[config.mk]
export PLATFORM = sky130hd
export DESIGN_NAME = numeric_field_bcd_hex_packer
export DESIGN_NICKNAME = d
export VERILOG_FILES = /design/src/hw/rtl/nfbhp_pkg.sv /design/src/hw/rtl/nfbhp_core.sv /design/src/hw/rtl/nfbhp_obuf.sv /design/src/hw/rtl/numeric_field_bcd_hex_packer.sv
export SDC_FILE = /design/constraint.sdc
export NUM_CORES = 1
export LEC_CHECK = 0
export BUFFER_PORTS_ARGS = -buffer_cell sky130_fd_sc_hd__buf_2
export CORE_UTILIZATION = 40
export DETAILED_ROUTE_END_ITERATION = 10
export HOLD_SLACK_MARGIN = 0.1
export PLACE_DENSITY = 0.55
export REMOVE_ABC_BUFFERS = 1
export SLEW_MARGIN = 20
export SYNTH_ARGS = -nofsm -noshare
export SYNTH_HDL_FRONTEND = slang
export SYNTH_HIERARCHICAL = 1
export SYNTH_SLANG_ARGS = --single-unit
[constraint.sdc]
create_clock -name i_clk -period 10.6 [get_ports i_clk]
set_input_delay 1.06 -clock i_clk [delete_from_list [all_inputs] [get_ports i_clk]]
set_output_delay 1.06 -clock i_clk [all_outputs]
set_load 0.01 [all_outputs]
[src/hw/rtl/nfbhp_pkg.sv]
`timescale 1ns / 1ps

package nfbhp_pkg;

    // Field format codes carried by the first byte of a field.
    localparam logic [2:0] FMT_COPY  = 3'd0;
    localparam logic [2:0] FMT_LBCD  = 3'd1;
    localparam logic [2:0] FMT_RBCD  = 3'd2;
    localparam logic [2:0] FMT_HEX   = 3'd3;
    localparam logic [2:0] FMT_ELBCD = 3'd4;

    // Result status codes.
    localparam logic [1:0] ST_OK       = 2'd0;
    localparam logic [1:0] ST_BAD_FMT  = 2'd1;
    localparam logic [1:0] ST_NO_FIELD = 2'd2;

    // Field state that does not depend on the digit count width.
    typedef struct packed {
        logic [2:0] fmt;
        logic       active;
        logic       drop;
        logic       pair;
        logic [7:0] held;
    } t_flags;

    // One result transfer.
    typedef struct packed {
        logic [7:0] data;
        logic [1:0] status;
        logic       field_end;
        logic       item_last;
    } t_result;

    function automatic logic is_digit(input logic [7:0] c);
        is_digit = (c >= 8'h30) && (c <= 8'h39);
    endfunction

    // Nibble to character: digits map to '0'..'9', larger values to 'A'..'F'.
    function automatic logic [7:0] nib_char(input logic [3:0] n);
        if (n <= 4'd9) begin
            nib_char = {4'h3, n};
        end else begin
            nib_char = 8'h37 + {4'h0, n};
        end
    endfunction

endpackage

[src/hw/rtl/nfbhp_core.sv]
`timescale 1ns / 1ps

module nfbhp_core #(
    parameter int DIGIT_COUNT_BITS = 10
) (
    input  logic                        i_direction,
    input  logic [7:0]                  i_byte,
    input  logic                        i_start,
    input  logic [2:0]                  i_format,
    input  logic [DIGIT_COUNT_BITS-1:0] i_digits,
    input  logic [DIGIT_COUNT_BITS-1:0] i_chars,
    input  logic [DIGIT_COUNT_BITS-1:0] i_bytes,
    input  nfbhp_pkg::t_flags           i_flags,
    output logic [DIGIT_COUNT_BITS-1:0] o_chars,
    output logic [DIGIT_COUNT_BITS-1:0] o_bytes,
    output nfbhp_pkg::t_flags           o_flags,
    output logic [1:0]                  o_count,
    output nfbhp_pkg::t_result          o_res0,
    output nfbhp_pkg::t_result          o_res1
);
    import nfbhp_pkg::*;

    localparam int W = DIGIT_COUNT_BITS;

    logic [W-1:0] s_chars;
    logic [W-1:0] s_bytes;
    t_flags       s_flags;
    logic         s_bad;
    logic [W:0]   s_half_up;

    logic [7:0]   hx_a;
    logic [7:0]   hx_b;
    logic [7:0]   hx_byte;

    logic [7:0]   pk_res;
    logic         pk_emit;
    logic [7:0]   up_c0;
    logic [7:0]   up_c1;
    logic         up_two;
    logic         fe;

    assign s_half_up = ({1'b0, i_digits} + {{W{1'b0}}, 1'b1}) >> 1;

    // Field opening: a start byte resets the field and loads the new format; an invalid format marks the field to drop.
    always_comb begin
        s_flags = i_flags;
        s_chars = i_chars;
        s_bytes = i_bytes;
        s_bad   = 1'b0;
        if (i_start) begin
            s_flags.active = 1'b0;
            s_flags.pair   = 1'b0;
            s_flags.held   = 8'h00;
            s_flags.drop   = 1'b0;
            s_chars        = '0;
            s_bytes        = '0;
            if (i_format > FMT_ELBCD) begin
                s_flags.drop = 1'b1;
                s_bad        = 1'b1;
            end else begin
                s_flags.fmt = i_format;
                s_chars     = i_digits;
                if (i_format == FMT_COPY) begin
                    s_bytes = i_digits;
                end else if (i_format == FMT_HEX) begin
                    s_bytes = i_digits >> 1;
                end else begin
                    s_bytes = s_half_up[W-1:0];
                end
                if ((!i_direction && s_chars != '0) || (i_direction && s_bytes != '0)) begin
                    s_flags.active = 1'b1;
                end else begin
                    s_chars = '0;
                    s_bytes = '0;
                end
            end
        end
    end

    // Hex pair packing: letters get an extra 0x90 in the high nibble, 0x09 in the low.
    assign hx_a    = {s_flags.held[3:0], 4'h0} + (is_digit(s_flags.held) ? 8'h00 : 8'h90);
    assign hx_b    = hx_a | {4'h0, i_byte[3:0]};
    assign hx_byte = hx_b + (is_digit(i_byte) ? 8'h00 : 8'h09);

    always_comb begin
        o_flags = s_flags;
        o_chars = s_chars;
        o_bytes = s_bytes;
        o_count = 2'd0;
        o_res0  = '0;
        o_res1  = '0;
        pk_res  = 8'h00;
        pk_emit = 1'b0;
        up_c0   = 8'h00;
        up_c1   = 8'h00;
        up_two  = 1'b0;
        fe      = 1'b0;
        if (s_bad) begin
            o_count = 2'd1;
            o_res0  = '{data: 8'h00, status: ST_BAD_FMT, field_end: 1'b1, item_last: 1'b1};
        end else if (!s_flags.active) begin
            if (!s_flags.drop) begin
                o_count = 2'd1;
                o_res0  = '{data: 8'h00, status: ST_NO_FIELD, field_end: 1'b0,
                            item_last: 1'b1};
            end
        end else if (!i_direction) begin
            if (s_flags.fmt == FMT_COPY) begin
                pk_res  = i_byte;
                pk_emit = 1'b1;
            end else if (!s_flags.pair) begin
                if ((s_flags.fmt == FMT_LBCD || s_flags.fmt == FMT_ELBCD)
                    && s_chars == W'(1)) begin
                    pk_res  = {i_byte[3:0], 4'hF};
                    pk_emit = 1'b1;
                end else if (s_flags.fmt == FMT_RBCD && s_chars[0]) begin
                    pk_res  = {4'h0, i_byte[3:0]};
                    pk_emit = 1'b1;
                end else if (s_flags.fmt == FMT_HEX && s_chars == W'(1)) begin
                    pk_emit = 1'b0;
                end else begin
                    o_flags.held = i_byte;
                    o_flags.pair = 1'b1;
                end
            end else begin
                pk_res       = (s_flags.fmt == FMT_HEX) ? hx_byte
                                                        : {s_flags.held[3:0], i_byte[3:0]};
                o_flags.pair = 1'b0;
                pk_emit      = 1'b1;
            end
            o_chars = s_chars - W'(1);
            if (pk_emit && s_bytes != '0) begin
                o_bytes = s_bytes - W'(1);
            end
            if (o_chars == '0) begin
                o_flags.active = 1'b0;
                o_flags.pair   = 1'b0;
            end
            if (pk_emit) begin
                o_count = 2'd1;
                o_res0  = '{data: pk_res, status: ST_OK, field_end: (o_bytes == '0),
                            item_last: 1'b1};
            end
        end else begin
            case (s_flags.fmt) inside
                FMT_COPY: begin
                    up_c0 = i_byte;
                end
                FMT_RBCD: begin
                    if (s_chars[0]) begin
                        up_c0 = {4'h3, i_byte[3:0]};
                    end else begin
                        up_c0  = {4'h3, i_byte[7:4]};
                        up_c1  = {4'h3, i_byte[3:0]};
                        up_two = 1'b1;
                    end
                end
                FMT_HEX, FMT_ELBCD: begin
                    up_c0  = nib_char(i_byte[7:4]);
                    up_c1  = nib_char(i_byte[3:0]);
                    up_two = 1'b1;
                end
                default: begin
                    up_c0  = {4'h3, i_byte[7:4]};
                    up_c1  = {4'h3, i_byte[3:0]};
                    up_two = 1'b1;
                end
            endcase
            // Never produce more characters than the field still owes.
            if (up_two && s_chars < W'(2)) begin
                up_two = 1'b0;
            end
            if (up_two) begin
                o_chars = s_chars - W'(2);
            end else if (s_chars != '0) begin
                o_chars = s_chars - W'(1);
            end
            if (s_bytes != '0) begin
                o_bytes = s_bytes - W'(1);
            end
            fe = (o_bytes == '0);
            if (fe) begin
                o_flags.active = 1'b0;
                o_chars        = '0;
            end
            if (up_two) begin
                o_count = 2'd2;
                o_res0  = '{data: up_c0, status: ST_OK, field_end: 1'b0, item_last: 1'b0};
                o_res1  = '{data: up_c1, status: ST_OK, field_end: fe, item_last: 1'b1};
            end else begin
                o_count = 2'd1;
                o_res0  = '{data: up_c0, status: ST_OK, field_end: fe, item_last: 1'b1};
            end
        end
    end

endmodule

[src/hw/rtl/nfbhp_obuf.sv]
`timescale 1ns / 1ps

module nfbhp_obuf (
    input  logic                i_clk,
    input  logic                i_rst_n,
    input  logic                i_load,
    input  logic [1:0]          i_count,
    input  nfbhp_pkg::t_result  i_res0,
    input  nfbhp_pkg::t_result  i_res1,
    output logic                o_can_load,
    output logic                o_valid,
    input  logic                i_ready,
    output nfbhp_pkg::t_result  o_res
);
    import nfbhp_pkg::*;

    logic [1:0] r_cnt;
    logic [1:0] n_cnt;
    t_result    r_s0;
    t_result    r_s1;
    t_result    n_s0;
    t_result    n_s1;
    logic       out_fire;

    assign o_valid    = (r_cnt != 2'd0);
    assign o_res      = r_s0;
    assign out_fire   = o_valid && i_ready;
    // A new pair may land once the last held result leaves in this cycle.
    assign o_can_load = (r_cnt == 2'd0) || (r_cnt == 2'd1 && i_ready);

    always_comb begin
        n_cnt = r_cnt;
        n_s0  = r_s0;
        n_s1  = r_s1;
        if (out_fire) begin
            n_cnt = r_cnt - 2'd1;
            n_s0  = r_s1;
        end
        if (i_load) begin
            n_cnt = i_count;
            n_s0  = i_res0;
            n_s1  = i_res1;
        end
    end

    always_ff @(posedge i_clk) begin
        if (!i_rst_n) begin
            r_cnt <= 2'd0;
        end else begin
            r_cnt <= n_cnt;
        end
    end

    always_ff @(posedge i_clk) begin
        r_s0 <= n_s0;
        r_s1 <= n_s1;
    end

endmodule

[src/hw/rtl/numeric_field_bcd_hex_packer.sv]
`timescale 1ns / 1ps

// Streaming packer and unpacker for numeric message fields. Each field opens
// with a byte flagged by i_field_start that also carries the field format
// (copy, left BCD, right BCD, hex, extended left BCD) and its character count.
// With direction 0 ASCII characters are packed into bytes; with direction 1
// packed bytes are expanded into ASCII characters. Every input transfer is
// captured in an input register, decoded against the field state, and its
// zero, one or two results are written into a two-entry result buffer that
// drains one result transfer per cycle while the output is ready. An input
// transfer can be taken every cycle while each item yields at most one result
// and the output is ready; an unpacked byte that expands into two characters
// fills the result buffer, so the next input byte waits until the first has
// left. An input transfer passes through the input register and the result
// buffer before its first result appears. A byte with an invalid format reports
// status 1 and the rest of that field is discarded silently; a byte outside
// any field reports status 2. A write to the direction register closes any
// open field and is accepted only when the input register is empty.
module numeric_field_bcd_hex_packer #(
    parameter int DIGIT_COUNT_BITS = 10
) (
    input  logic                        i_clk,
    input  logic                        i_rst_n,
    input  logic                        i_cfg_valid,
    output logic                        o_cfg_ready,
    input  logic                        i_cfg_direction,
    input  logic                        i_in_valid,
    output logic                        o_in_ready,
    input  logic [7:0]                  i_in_byte,
    input  logic                        i_field_start,
    input  logic [2:0]                  i_field_format,
    input  logic [DIGIT_COUNT_BITS-1:0] i_field_digits,
    output logic                        o_out_valid,
    input  logic                        i_out_ready,
    output logic [7:0]                  o_out_byte,
    output logic [1:0]                  o_status,
    output logic                        o_field_end,
    output logic                        o_item_last
);
    import nfbhp_pkg::*;

    localparam int W = DIGIT_COUNT_BITS;

    // Input register.
    logic         r_in_valid;
    logic [7:0]   r_in_byte;
    logic         r_in_start;
    logic [2:0]   r_in_format;
    logic [W-1:0] r_in_digits;

    // Field state.
    logic         r_direction;
    logic [W-1:0] r_chars;
    logic [W-1:0] r_bytes;
    t_flags       r_flags;

    logic [W-1:0] n_chars;
    logic [W-1:0] n_bytes;
    t_flags       n_flags;
    logic [1:0]   core_count;
    t_result      core_res0;
    t_result      core_res1;
    t_result      out_res;
    logic         buf_can_load;
    logic         advance;
    logic         in_fire;
    logic         cfg_fire;

    // The item in the input register moves on once the result buffer can
    // take its results; items that produce nothing still wait for that slot.
    assign advance     = r_in_valid && buf_can_load;
    assign o_in_ready  = !r_in_valid || advance;
    assign in_fire     = i_in_valid && o_in_ready;
    assign o_cfg_ready = !r_in_valid;
    assign cfg_fire    = i_cfg_valid && o_cfg_ready;

    nfbhp_core #(
        .DIGIT_COUNT_BITS(W)
    ) u_core (
        .i_direction (r_direction),
        .i_byte      (r_in_byte),
        .i_start     (r_in_start),
        .i_format    (r_in_format),
        .i_digits    (r_in_digits),
        .i_chars     (r_chars),
        .i_bytes     (r_bytes),
        .i_flags     (r_flags),
        .o_chars     (n_chars),
        .o_bytes     (n_bytes),
        .o_flags     (n_flags),
        .o_count     (core_count),
        .o_res0      (core_res0),
        .o_res1      (core_res1)
    );

    nfbhp_obuf u_obuf (
        .i_clk      (i_clk),
        .i_rst_n    (i_rst_n),
        .i_load     (advance && core_count != 2'd0),
        .i_count    (core_count),
        .i_res0     (core_res0),
        .i_res1     (core_res1),
        .o_can_load (buf_can_load),
        .o_valid    (o_out_valid),
        .i_ready    (i_out_ready),
        .o_res      (out_res)
    );

    assign o_out_byte  = out_res.data;
    assign o_status    = out_res.status;
    assign o_field_end = out_res.field_end;
    assign o_item_last = out_res.item_last;

    always_ff @(posedge i_clk) begin
        if (!i_rst_n) begin
            r_in_valid <= 1'b0;
        end else if (in_fire) begin
            r_in_valid <= 1'b1;
        end else if (advance) begin
            r_in_valid <= 1'b0;
        end
    end

    always_ff @(posedge i_clk) begin
        if (in_fire) begin
            r_in_byte   <= i_in_byte;
            r_in_start  <= i_field_start;
            r_in_format <= i_field_format;
            r_in_digits <= i_field_digits;
        end
    end

    // A direction write closes the open field; the format code is kept.
    always_ff @(posedge i_clk) begin
        if (!i_rst_n) begin
            r_direction <= 1'b0;
            r_chars     <= '0;
            r_bytes     <= '0;
            r_flags     <= '0;
        end else if (cfg_fire) begin
            r_direction    <= i_cfg_direction;
            r_chars        <= '0;
            r_bytes        <= '0;
            r_flags.active <= 1'b0;
            r_flags.drop   <= 1'b0;
            r_flags.pair   <= 1'b0;
            r_flags.held   <= 8'h00;
        end else if (advance) begin
            r_chars <= n_chars;
            r_bytes <= n_bytes;
            r_flags <= n_flags;
        end
    end

`ifndef ASSERT_OFF
    // A held character only exists inside an open field.
    a_pair_in_field: assert property (@(posedge i_clk) disable iff (!i_rst_n)
        r_flags.pair |-> r_flags.active)
        else $error("held character outside an open field");

    // Packing never yields more than one result per input byte.
    a_pack_single: assert property (@(posedge i_clk) disable iff (!i_rst_n)
        (advance && !r_direction) |-> (core_count != 2'd2))
        else $error("pack direction produced two results");

    // Error results carry a zero data byte.
    a_err_zero: assert property (@(posedge i_clk) disable iff (!i_rst_n)
        (o_out_valid && o_status != ST_OK) |-> (o_out_byte == 8'h00))
        else $error("error result with nonzero data");

    // A stalled item in the input register keeps its payload.
    a_in_hold: assert property (@(posedge i_clk) disable iff (!i_rst_n)
        (r_in_valid && !advance) |=> (r_in_valid && $stable(r_in_byte)))
        else $error("input register lost a stalled item");
`endif

endmodule
Word-level counts from Yosys, hierarchy flattened
Index checks and enable logic that the tools add are counted.
{"block": "totals", "reg_bits": 84, "latch_bits": 0, "ramBits": 0, "rom_bits": 0, "in_bits": 28, "output_inout_bits": 15, "wordCells": 192, "mem_count": 0}
{"block": "op_classes", "addsub": 9, "mul": 0, "div": 0, "order_cmp": 8, "n_eq_ne": 7, "shift": 0, "mux": 99, "bitwise": 6, "reduce_logical": 41}
{"cell": "$mux W10", "count": 27}
{"cell": "$mux W8", "count": 13}
{"cell": "$mux W12", "count": 6}
{"cell": "$mux W9", "count": 7}
{"cell": "$reduce_bool A10 Y1", "count": 4}
{"cell": "$mux W1", "count": 32}
{"cell": "$logic_not A10 Y1", "count": 3}
{"cell": "$mux W4", "count": 5}
{"cell": "$sub A10 B1 Y10 const B", "count": 2}
{"cell": "$add A8 B8 Y8", "count": 2}
{"cell": "$ge A8 B6 Y1 const B", "count": 2}
{"cell": "$le A8 B6 Y1 const B", "count": 2}
{"cell": "$logic_and A1 B1 Y1", "count": 15}
{"cell": "$add A6 B4 Y7 const A", "count": 2}
{"cell": "$mux W14", "count": 1}
{"cell": "$mux W2", "count": 7}
{"cell": "$add A10 B1 Y11 const B", "count": 1}
{"cell": "$eq A10 B1 Y1 const B", "count": 1}
{"cell": "$lt A10 B2 Y1 const B", "count": 1}
{"cell": "$sub A10 B2 Y10 const B", "count": 1}
{"cell": "$eq A3 B2 Y1 const B", "count": 3}
{"cell": "$le A4 B4 Y1 const B", "count": 2}
{"cell": "$or A8 B4 Y8", "count": 1}
{"cell": "$reduce_bool A2 Y1", "count": 4}
{"cell": "16 further kinds", "count": 26}

Logic depth before layout (Yosys ltp)
Gate-level depths: netlist (run 1).
{"block": "logic_depth", "depth_word": 31, "ltp_mapped": 22, "depth_no_buf": 20}

Hierarchy
Netlist (run 1), hierarchy kept.
{"mod": "nfbhp_core", "n_inst": 1, "cells_each": 577, "area_each_um2": 3548.4, "seq_area_each_um2": 0.0}
{"mod": "numeric_field_bcd_hex_packer", "n_inst": 1, "cells_each": 213, "area_each_um2": 2344.7, "seq_area_each_um2": 1381.3}
{"mod": "nfbhp_obuf", "n_inst": 1, "cells_each": 57, "area_each_um2": 1063.5, "seq_area_each_um2": 760.7}

Worst setup path after synthesis (run 1)
No wires, ideal clock.
{"block": "synth_path", "path_type": "register -> register", "from": "reg r_in_digits[1]", "to": "reg u_obuf.r_s0, in the netlist u_obuf/o_res[0], enable pin", "setup_ps": 352, "arrival_ps": 5137, "required_ps": 10248, "setup_slack_ps": 5111, "stages_incl_launch_ff": 19, "path_buffers": 2, "period_less_slack_ps": 5489, "cell_sequence": "edfxtp_1 -> ha_1 -> nand2_1 -> or4_4 -> a21oi_2 -> o2111ai_2 -> nor4_2 -> nor2_1 -> a21boi_1 -> ha_1 -> o211ai_1 -> o311a_1 -> a31oi_4 -> a211o_1 -> nor2_1 -> nor2_1 -> buf_6 -> buf_12 -> or2_1"}
{"block": "synth_between", "elab_chain_cells": 29, "elab_cells_between_ends": 46, "cone_classes": "add/sub: 1; order compare: 1; eq/ne: 1; mux: 32; reduce/logical: 11"}
{"item": "from (decl)", "line": "numeric_field_bcd_hex_packer.sv:49", "rtl": "logic [W-1:0] r_in_digits;"}
{"item": "from (signal assigned)", "line": "numeric_field_bcd_hex_packer.sv:129", "rtl": "r_in_digits <= i_field_digits;"}
{"item": "$add A10 B1 Y11", "line": "nfbhp_core.sv:42", "rtl": "assign s_half_up = ({1'b0, i_digits} + {{W{1'b0}}, 1'b1}) >> 1;"}
{"item": "$mux W10", "line": "nfbhp_core.sv:65", "rtl": "end else if (i_format == FMT_HEX) begin"}
{"item": "$mux W10", "line": "nfbhp_core.sv:63", "rtl": "if (i_format == FMT_COPY) begin"}
{"item": "$mux W10", "line": "nfbhp_core.sv:57", "rtl": "if (i_format > FMT_ELBCD) begin"}
{"item": "$mux W10", "line": "nfbhp_core.sv:50", "rtl": "if (i_start) begin"}
{"item": "$reduce_bool A10 Y1", "line": "nfbhp_core.sv:70", "rtl": "if ((!i_direction && s_chars != '0) || (i_direction && s_bytes != '0)) begin"}
{"item": "$logic_and A1 B1 Y1", "line": "nfbhp_core.sv:70"}
{"item": "$logic_or A1 B1 Y1", "line": "nfbhp_core.sv:70"}
{"item": "[14 not listed]"}
{"item": "$mux W2", "line": "nfbhp_core.sv:186", "rtl": "if (up_two) begin"}
{"item": "$mux W2", "line": "nfbhp_core.sv:107", "rtl": "end else if (!i_direction) begin"}
{"item": "$mux W2 (*)", "line": "nfbhp_core.sv:101", "rtl": "end else if (!s_flags.active) begin"}
{"item": "$mux W2 (*)", "line": "nfbhp_core.sv:98", "rtl": "if (s_bad) begin"}
{"item": "via core_count[0]", "line": "numeric_field_bcd_hex_packer.sv:60", "rtl": "logic [1:0] core_count;"}
{"item": "$reduce_bool A2 Y1 (*)", "line": "numeric_field_bcd_hex_packer.sv:99", "rtl": ".i_load (advance && core_count != 2'd0),"}
{"item": "$logic_and A1 B1 Y1 (*)", "line": "numeric_field_bcd_hex_packer.sv:99"}
{"item": "$reduce_bool A2 Y1 (no line) (*)"}
{"item": "to (signal assigned)", "line": "nfbhp_obuf.sv:55", "rtl": "r_s0 <= n_s0;"}
{"item": "to (decl)", "line": "nfbhp_obuf.sv:19", "rtl": "t_result r_s0;"}
Mark *: on every way through the listed nets, which the timed path passes. The rest lies on a longest branch. The select of a mux whose other input is x is not followed.
A chain may end at the register's enable or synchronous reset.

Worst setup path after layout (run 1)
{"block": "layout_path", "from": "reg r_in_format[2]", "to": "reg u_obuf.r_s0, in the netlist u_obuf/o_res[1], enable pin"}
{"block": "layout_between", "elab_chain_cells": 29, "elab_cells_between_ends": 54, "cone_classes": "order compare: 2; eq/ne: 5; mux: 35; reduce/logical: 12"}
{"item": "from (decl)", "line": "numeric_field_bcd_hex_packer.sv:48", "rtl": "logic [2:0] r_in_format;"}
{"item": "from (signal assigned)", "line": "numeric_field_bcd_hex_packer.sv:128", "rtl": "r_in_format <= i_field_format;"}
{"item": "$eq A3 B2 Y1", "line": "nfbhp_core.sv:65"}
{"item": "$mux W10", "line": "nfbhp_core.sv:65"}
{"item": "$mux W10", "line": "nfbhp_core.sv:63"}
{"item": "$mux W10", "line": "nfbhp_core.sv:57"}
{"item": "$mux W10", "line": "nfbhp_core.sv:50"}
{"item": "$reduce_bool A10 Y1", "line": "nfbhp_core.sv:70"}
{"item": "$logic_and A1 B1 Y1", "line": "nfbhp_core.sv:70"}
{"item": "$logic_or A1 B1 Y1", "line": "nfbhp_core.sv:70"}
{"item": "[14 not listed]"}
{"item": "$mux W2", "line": "nfbhp_core.sv:186"}
{"item": "$mux W2", "line": "nfbhp_core.sv:107"}
{"item": "$mux W2", "line": "nfbhp_core.sv:101"}
{"item": "$mux W2 (*)", "line": "nfbhp_core.sv:98"}
{"item": "via core_count[0]", "line": "numeric_field_bcd_hex_packer.sv:60"}
{"item": "$reduce_bool A2 Y1 (*)", "line": "numeric_field_bcd_hex_packer.sv:99"}
{"item": "$logic_and A1 B1 Y1 (*)", "line": "numeric_field_bcd_hex_packer.sv:99"}
{"item": "$reduce_bool A2 Y1 (no line) (*)"}
Marked as above.

==> results of run 1 <==
## worst paths after layout
kind	endpoint	slack (ns)
hold reg to reg	r_flags[11]	0.47
hold / removal	r_flags[11]	0.47
setup / recovery	u_obuf/o_res[1]	4.39
setup reg to reg	u_obuf/o_res[1]	4.39
## final cells by class
| class | instances | share of cell area |
|---|---|---|
| Timing Repair Buffer | 49 | 0.0348 |
| Multi-Input combinational cell | 678 | 0.583 |
| Inverter | 30 | 0.0149 |
| Clock buffer | 9 | 0.0299 |
| Sequential cell | 84 | 0.284 |
| Clock inverter | 7 | 0.0169 |
| Tap cell | 220 | 0.0365 |
## cells in the final DEF (no fill, tap or decap), types with 7 or more instances in the layout
| cell type | Yosys | routed |
|---|---|---|
| xor2_1 | 8 | 8 |
| ha_1 | 22 | 22 |
| nand2_1 | 81 | 81 |
| nor2b_1 | 42 | 42 |
| o21ai_1 | 8 | 8 |
| a22oi_1 | 9 | 9 |
| clkbuf_16 | 0 | 9 |
| o22ai_1 | 16 | 16 |
| xnor2_1 | 13 | 13 |
| a21oi_1 | 69 | 68 |
| o21ai_0 | 63 | 63 |
| buf_2 | 8 | 42 |
| a31oi_1 | 11 | 11 |
| and3_1 | 11 | 11 |
| edfxtp_1 | 46 | 46 |
| nand3_1 | 30 | 30 |
| nor3_1 | 20 | 20 |
| a21o_1 | 12 | 12 |
| a21boi_0 | 7 | 7 |
| dfxtp_1 | 38 | 37 |
| o211ai_1 | 10 | 10 |
| and2_1 | 11 | 11 |
| mux2i_1 | 34 | 34 |
| mux2_4 | 8 | 8 |
| nand2b_1 | 8 | 8 |
| nor2_1 | 63 | 62 |
| buf_4 | 10 | 7 |
| inv_1 | 30 | 30 |
## registers in the layout, indices dropped and copies added, names as in the netlist
register      cells
r_in_byte         8
u_obuf/r_s1      12
r_in_digits      10
r_bytes          10
r_chars          10
r_in_format       3
r_direction       1
u_obuf/o_res     12
u_obuf/r_cnt      2
r_in_start        1
r_in_valid        1
r_flags          14
## tightest hold or removal path, cell delays in order, from the launching register on
cell and delay [ns]:
dfxtp_1 0.32, nand2_1 0.05, a21boi_1 0.06
## where the power goes
group	switching [mW]	leakage, nW	total, mW	internal [mW]
clock network	0.145	0.173	0.380	0.234
logic	0.289	2.04	0.472	0.183
registers	0.0423	0.755	0.430	0.388
## stage by stage
| step | hold slack [ns] | cells | util | instance area [sq um] |
|---|---|---|---|---|
| 3_5_place_dp | 0.464 | 1061 | 0.429 | 7190 |
| 4_1_cts | 0.473 | 1077 | 0.450 | 7540 |
| 6_report | 0.470 | 1077 | 0.450 | 7540 |
| 2_1_floorplan | 0.435 | 792 | - | 6640 |
| 5_1_grt | 0.495 | 1077 | 0.450 | 7540 |
| 3_3_place_gp | 0.448 | 1061 | 0.429 | 7190 |
## kinds of logic (layout without fill, tap and decap cells)
group	after synthesis	count (layout)	synth area share
AO/OA/AOI/OAI	273	273	0.257
buffers and inverters	87	95	0.0626
AND/OR/NAND/NOR	311	311	0.230
other	1	3	0.000539
multiplexers	48	48	0.0759
XOR/XNOR	21	21	0.0264
adder cells (fa/ha/maj)	22	22	0.0396
flip-flops	84	84	0.308
## layer usage
layer | GRT usage | up-vias | routed length (microns)
met5 | 0 | - | 0
met4 | 0.0934 | 0 | 548
met3 | 0.0480 | 40 | 1240
met2 | 0.402 | 264 | 10200
met1 | 0.297 | 3119 | 8980
li1 | - | 3126 | -
==> results.md, run 1 <==
* Outcome: finished, final reports clean
* Wirelength, routed at 21.0 mm
* Drt via density at 6.08
* Min-Delay Path Class: register to register
* # DRC at 0
* Number of max-cap violations at 0
* Slowest cell on the critical path: a221oi_1
* Worst Skew at 0.00906 ns
* Worst-path fanout max at 27
* Area delta synth->final at 8.38%
* Crit. End Element: register
* CP arrival at 6.19 ns
* Core ar. at 0.0168 sq mm
* GPL Wtd Cong at 0.892
* Period utilisation layout at 0.586
* Most numerous cell in the Yosys netlist: nand2_1
* RSZ-0062 raised after global routing: false
* Pwr Total at 1.28 mW
* Final WS setup at 4.39 ns
* Number of global-route vias before repair at 6211
* CTS tree: built
* Worst path required time at 10.58 ns
* R2R depth at 16
* Yosys warning count at 6
* I/O Buffers at 42
* Setup_tns at 0 ns
* DIE AREA at 0.0179 sq mm
* EDFF count, synth at 46
* Cells after Synth at 847
* Post-DRT Antenna Nets at 0
* Synthesized area at 0.00696 sq mm
* Min Tclk post-route at 6.21 ns
* Layout cells sized above 1 at 0.124
* Placement Setup Slack at 4.53 ns
* Primary FF master, synth: edfxtp_1
* Synth top cells by count: nand2_1, a21oi_1, nor2_1, o21ai_0, edfxtp_1
* Root Buffer: clkbuf_16
* Cts repair resizes at 0
* Post-synth ARST share at 0
* Cts bufs inserted at 9
* Row cnt at 47
* Post-CTS Setup Inserts at 0
* Slew Limit Headroom at 0.277
* CP Cell Sequence: and3b_1 -> nor3_1 -> a221oi_1 -> o2111ai_2 -> nor4_2 -> nor2_1 -> a21boi_1 -> ha_1 -> o211ai_1 -> o311a_1 -> a31oi_4 -> a211o_1 -> nor2_1 -> nor2_2 -> buf_4 -> or2_1
* VDD IR max at 102 uV
* NumNets Final at 902
* Leading post-synthesis cells by cell area: edfxtp_1, dfxtp_1, a21oi_1
* Power per standard cell area at 170 mW/mm^2
* Clock sinks at 84
* Setup crit start kind: register
* Origin of the worst setup path: r_in_format[2]
* Gr usage total at 0.238
* Synth cell types at 87
* Vert. Die Dim at 134 microns
* Fillers at 1658
* CP top delay family: compound AO/OA/AOI/OAI gates
* Diode count at 0
* I/O pin count at 43
* H-tree depth at 3
* Detailed-route via count at 6549
* CTS max path bufs at 2
* Hold_sp: r_flags[11]
* Crit Path Class: register to register
* Count of final hold-check violations at 0
* Clk pin slew, worst setup/hold paths at 0.07 ns
* Die W at 134 microns
* Starting DRT DRC Count at 453
* CTS Hold Bufs at 0
* Remaining Overflow, GRT at 0
* DP Wirelength at 15.0 mm
* First-pass GRT wire length at 33.6 mm
* Multi-input gate area at 0.00439 sq mm
* Synth area leader: edfxtp_1
* WHS Path Cells at 2
* Seq/Total Area, Yosys at 0.308
* Drt wl/cell at 19.5 microns
* Pin count of the biggest net entering global routing at 59
* Max incr delay on CP at 0.66 ns
* Initial Util at 0.415
* Slew Limit Fails at 0
* Yosys top cell area share at 0.199
* F_max at 161 MHz
* Stages on worst setup path at 16
* Synth Register Bits at 84
* DRT Pass-1 Iters at 7
* Initial antenna violation count at 0
* Register area at 0.00214 sq mm
* Lkg Pwr at 2.96 nW
* Launch point of the worst reg-to-reg path: r_in_format[2]
* Syn avg cell area at 8.21 sq um
* Setup Viol. Count Final at 0
* Clk_lat worst skew at 0.35 ns
* Worst path most repeated cell: nor2_1
* Buf/Inv on CP at 1
* Worst slew pin tran at 1.08 ns
No activity file was read; power rests on OpenSTA's default activity.
==> run 2: changes to the inputs <==
==> constraint.sdc (replaced) <==
create_clock -name i_clk -period 5.8 [get_ports i_clk]
set_input_delay 0.58 -clock i_clk [delete_from_list [all_inputs] [get_ports i_clk]]
set_output_delay 0.58 -clock i_clk [all_outputs]
set_load 0.01 [all_outputs]
==> run 2 against run 1 <==
- total power rose by 77%
- sequential share of layout area shrank 0.15 points
- first-iteration DRC count up 22%
- final cell count grew 0.93%
- cell area rose by 0.51%
- clock skew up 0.00091 ns
- flip-flop and latch count stayed put
==> results.md, run 2 (same netlist as run 1, synthesis figures left out) <==
* Root Buffer: clkbuf_16
* Max FFs per register at 14 (unchanged)
* Crit. End Element: register
* Number of max-cap violations at 0 (unchanged)
* Minimum setup slack among reg-to-reg paths at 0.26 ns (-4.12 ns)
* RSZ-0062 raised after global routing: false
* CP Cell Sequence: and3b_1 -> nor4_1 -> mux2i_1 -> o2111ai_2 -> nor4_2 -> nor2_1 -> a21boi_1 -> ha_1 -> o211ai_1 -> o311a_1 -> a31oi_4 -> a211o_1 -> nor2_1 -> nor2_2 -> buf_12 -> mux2_2
* Post-DRT Antenna Nets at 0 (unchanged)
* Clock share of power at 0.265 (-0.031)
* Vert. Die Dim at 134 microns (unchanged)
* Core ar. at 0.0168 sq mm (unchanged)
* VDD IR max at 158 uV (+55%)
* Min-Delay Path Class: primary input to register
* Pwr Total at 2.27 mW (+77%)
* Register area at 0.00214 sq mm (unchanged)
* Clk pin slew, worst setup/hold paths at 0.07 ns (about the same)
* Reg2reg end: u_obuf/o_res[5]
* NumNets Final at 912 (+1.1%)
* I/O Buffers at 42 (unchanged)
* Clk_lat worst skew at 0.35 ns (about the same)
* Post-CTS Setup Inserts at 0 (unchanged)
* Sw power at 0.871 mW (+83%)
* Gr usage total at 0.244 (+0.00557)
* Starting DRT DRC Count at 551 (+22%)
* Biggest register: r_flags
* Slew Limit Fails at 0 (unchanged)
* Clock sinks at 84 (unchanged)
* Power per standard cell area at 300 mW/mm^2 (+77%)
* DRT Pass-1 Iters at 5 (-2)
* Row cnt at 47 (unchanged)
* # DRC at 0 (unchanged)
* CTS Hold Bufs at 0 (unchanged)
* Cts bufs inserted at 9 (unchanged)
* Post-route cell area at 0.00758 sq mm (+0.51%)
* CTS tree: built
* Fillers at 1704 (+2.8%)
* Count of final hold-check violations at 0 (unchanged)
* Launch point of the worst reg-to-reg path: r_in_format[2]
* Min Tclk post-route at 5.54 ns (-0.678 ns)
* Number of global-route vias before repair at 6360 (+2.4%)
* Logic pwr share at 0.387 (+0.019)
* Initial Util at 0.415 (unchanged)
* Hold_sp: i_field_digits[6]
* Commonest non-fill, non-tap cell in the layout: nand2_1
* Diode count at 0 (unchanged)
* DP Wirelength at 15.4 mm (+2.7%)
* CP arrival at 5.63 ns (-0.56 ns)
* WHS Path Cells at 1 (-1)
* Buf/Inv on CP at 1 (unchanged)
* Worst slew pin tran at 1.06 ns (-0.0205 ns)
* DIE AREA at 0.0179 sq mm (unchanged)
* Setup crit start kind: register
* Multi-input gate area at 0.00439 sq mm (about the same)
* Slowest cell on the critical path: edfxtp_1
* Lkg Pwr at 2.99 nW (+0.92%)
* Worst path most repeated cell: nor2_1
* Initial antenna violation count at 0 (unchanged)
* F_max at 181 MHz (+12%)
* Drt wl/cell at 19.6 microns (+0.89%)
* Layout cells sized above 1 at 0.134 (+0.0101)
* Max incr delay on CP at 0.62 ns (-0.04 ns)
* Pin count of the biggest net entering global routing at 59 (unchanged)
* Area delta synth->final at 8.94%
* R2R depth at 16 (unchanged)
* Worst path required time at 5.89 ns (-4.69 ns)
* Sequential share of power at 0.347 (+0.012)
* Outcome: finished, final reports clean
* Drt via density at 6.00 (-1.4%)
* CTS max path bufs at 2 (unchanged)
* Remaining Overflow, GRT at 0 (unchanged)
* Int Pwr at 1.40 mW (+74%)
* H-tree depth at 3 (unchanged)
* Worst-path fanout max at 25 (-7.4%)
* Detailed-route via count at 6520 (-0.44%)
* Most frequent cells in the layout: nand2_1, a21oi_1, o21ai_0
* Setup Viol. Count Final at 0 (unchanged)
* Wirelength, routed at 21.4 mm (+1.8%)
* Sw frac at 0.383 (+0.0106)
* Worst Skew at 0.00997 ns (+0.000907 ns)
* Worst hold slack at 0.400 ns (-0.0702 ns)
* Cts repair resizes at 0 (unchanged)
* GPL Wtd Cong at 0.950 (+6.5%)
* First-pass GRT wire length at 34.2 mm (+1.8%)
* Area of placed instances at 0.00727 sq mm (+1.2%)
* I/O pin count at 43 (unchanged)
* Slew Limit Headroom at 0.291 (+0.0137)
* Die W at 134 microns (unchanged)
* Period utilisation layout at 0.954 (+0.368)
* CP top delay family: simple AND/OR/NAND/NOR gates
* Worst hold endpoint: r_in_digits[6]
* Crit Path Class: register to register
==> run 2: power groups by stage <==
stage | Sequential [mW] | Combinational, mW | Clock (mW)
global route | 0.800 | 0.959 | 0.638
finish | 0.790 | 0.881 | 0.604
detailed placement | 0.803 | 0.865 | 0
floorplan | 0.787 | 0.610 | 0
global placement | 0.801 | 0.859 | 0
CTS | 0.790 | 0.869 | 0.617
==> run 2: layout make-up <==
type,count,share of cell area
Clock buffer,11,0.0320
Clock inverter,5,0.00792
Inverter,30,0.0149
Multi-Input combinational cell,678,0.580
Sequential cell,84,0.283
Tap cell,220,0.0363
Timing Repair Buffer,59,0.0462
==> run 2: per-layer routing <==
| metal | track usage | up-vias | wire length, microns |
|---|---|---|---|
| li1 | - | 3143 | - |
| met1 | 0.316 | 3120 | 9470 |
| met2 | 0.418 | 229 | 10500 |
| met3 | 0.0325 | 28 | 1030 |
| met4 | 0.0764 | 0 | 394 |
| met5 | 0 | - | 0 |
==> run 2: per-stage QoR <==
step	instances	worst slack, ns	TNS, ns	utilization
global route	1087	0.00286	0	0.452
detailed placement	1071	0.460	0	0.434
CTS	1087	0.403	0	0.452
global placement	1071	0.583	0	0.434
finish	1087	0.264	0	0.452
floorplan	792	-0.266	-4.15	-
==> run 2: worst max-delay path by stage <==
stage	cells after the start	slack, ns	startpoint	endpoint
after floorplan	15	-0.27	r_in_format[1]	u_obuf/o_res[0]
after global placement	14	0.58	r_in_format[2]	u_obuf/o_res[10]
after detailed placement	14	0.46	r_in_format[2]	u_obuf/o_res[8]
after CTS	14	0.40	r_in_format[2]	u_obuf/o_res[7]
after global routing	15	0.003	r_in_format[2]	u_obuf/o_res[7]
final	16	0.26	r_in_format[2]	u_obuf/o_res[5]
==> run 2: worst register-to-register path, stage by stage (launching register included) <==
cell	delay (ns)
edfxtp_1	0.62
and3b_1	0.34
nor4_1	0.58
mux2i_1	0.36
o2111ai_2	0.21
nor4_2	0.49
nor2_1	0.16
a21boi_1	0.23
ha_1	0.17
o211ai_1	0.20
o311a_1	0.47
a31oi_4	0.36
a211o_1	0.23
nor2_1	0.06
nor2_2	0.20
buf_12	0.22
mux2_2	0.37
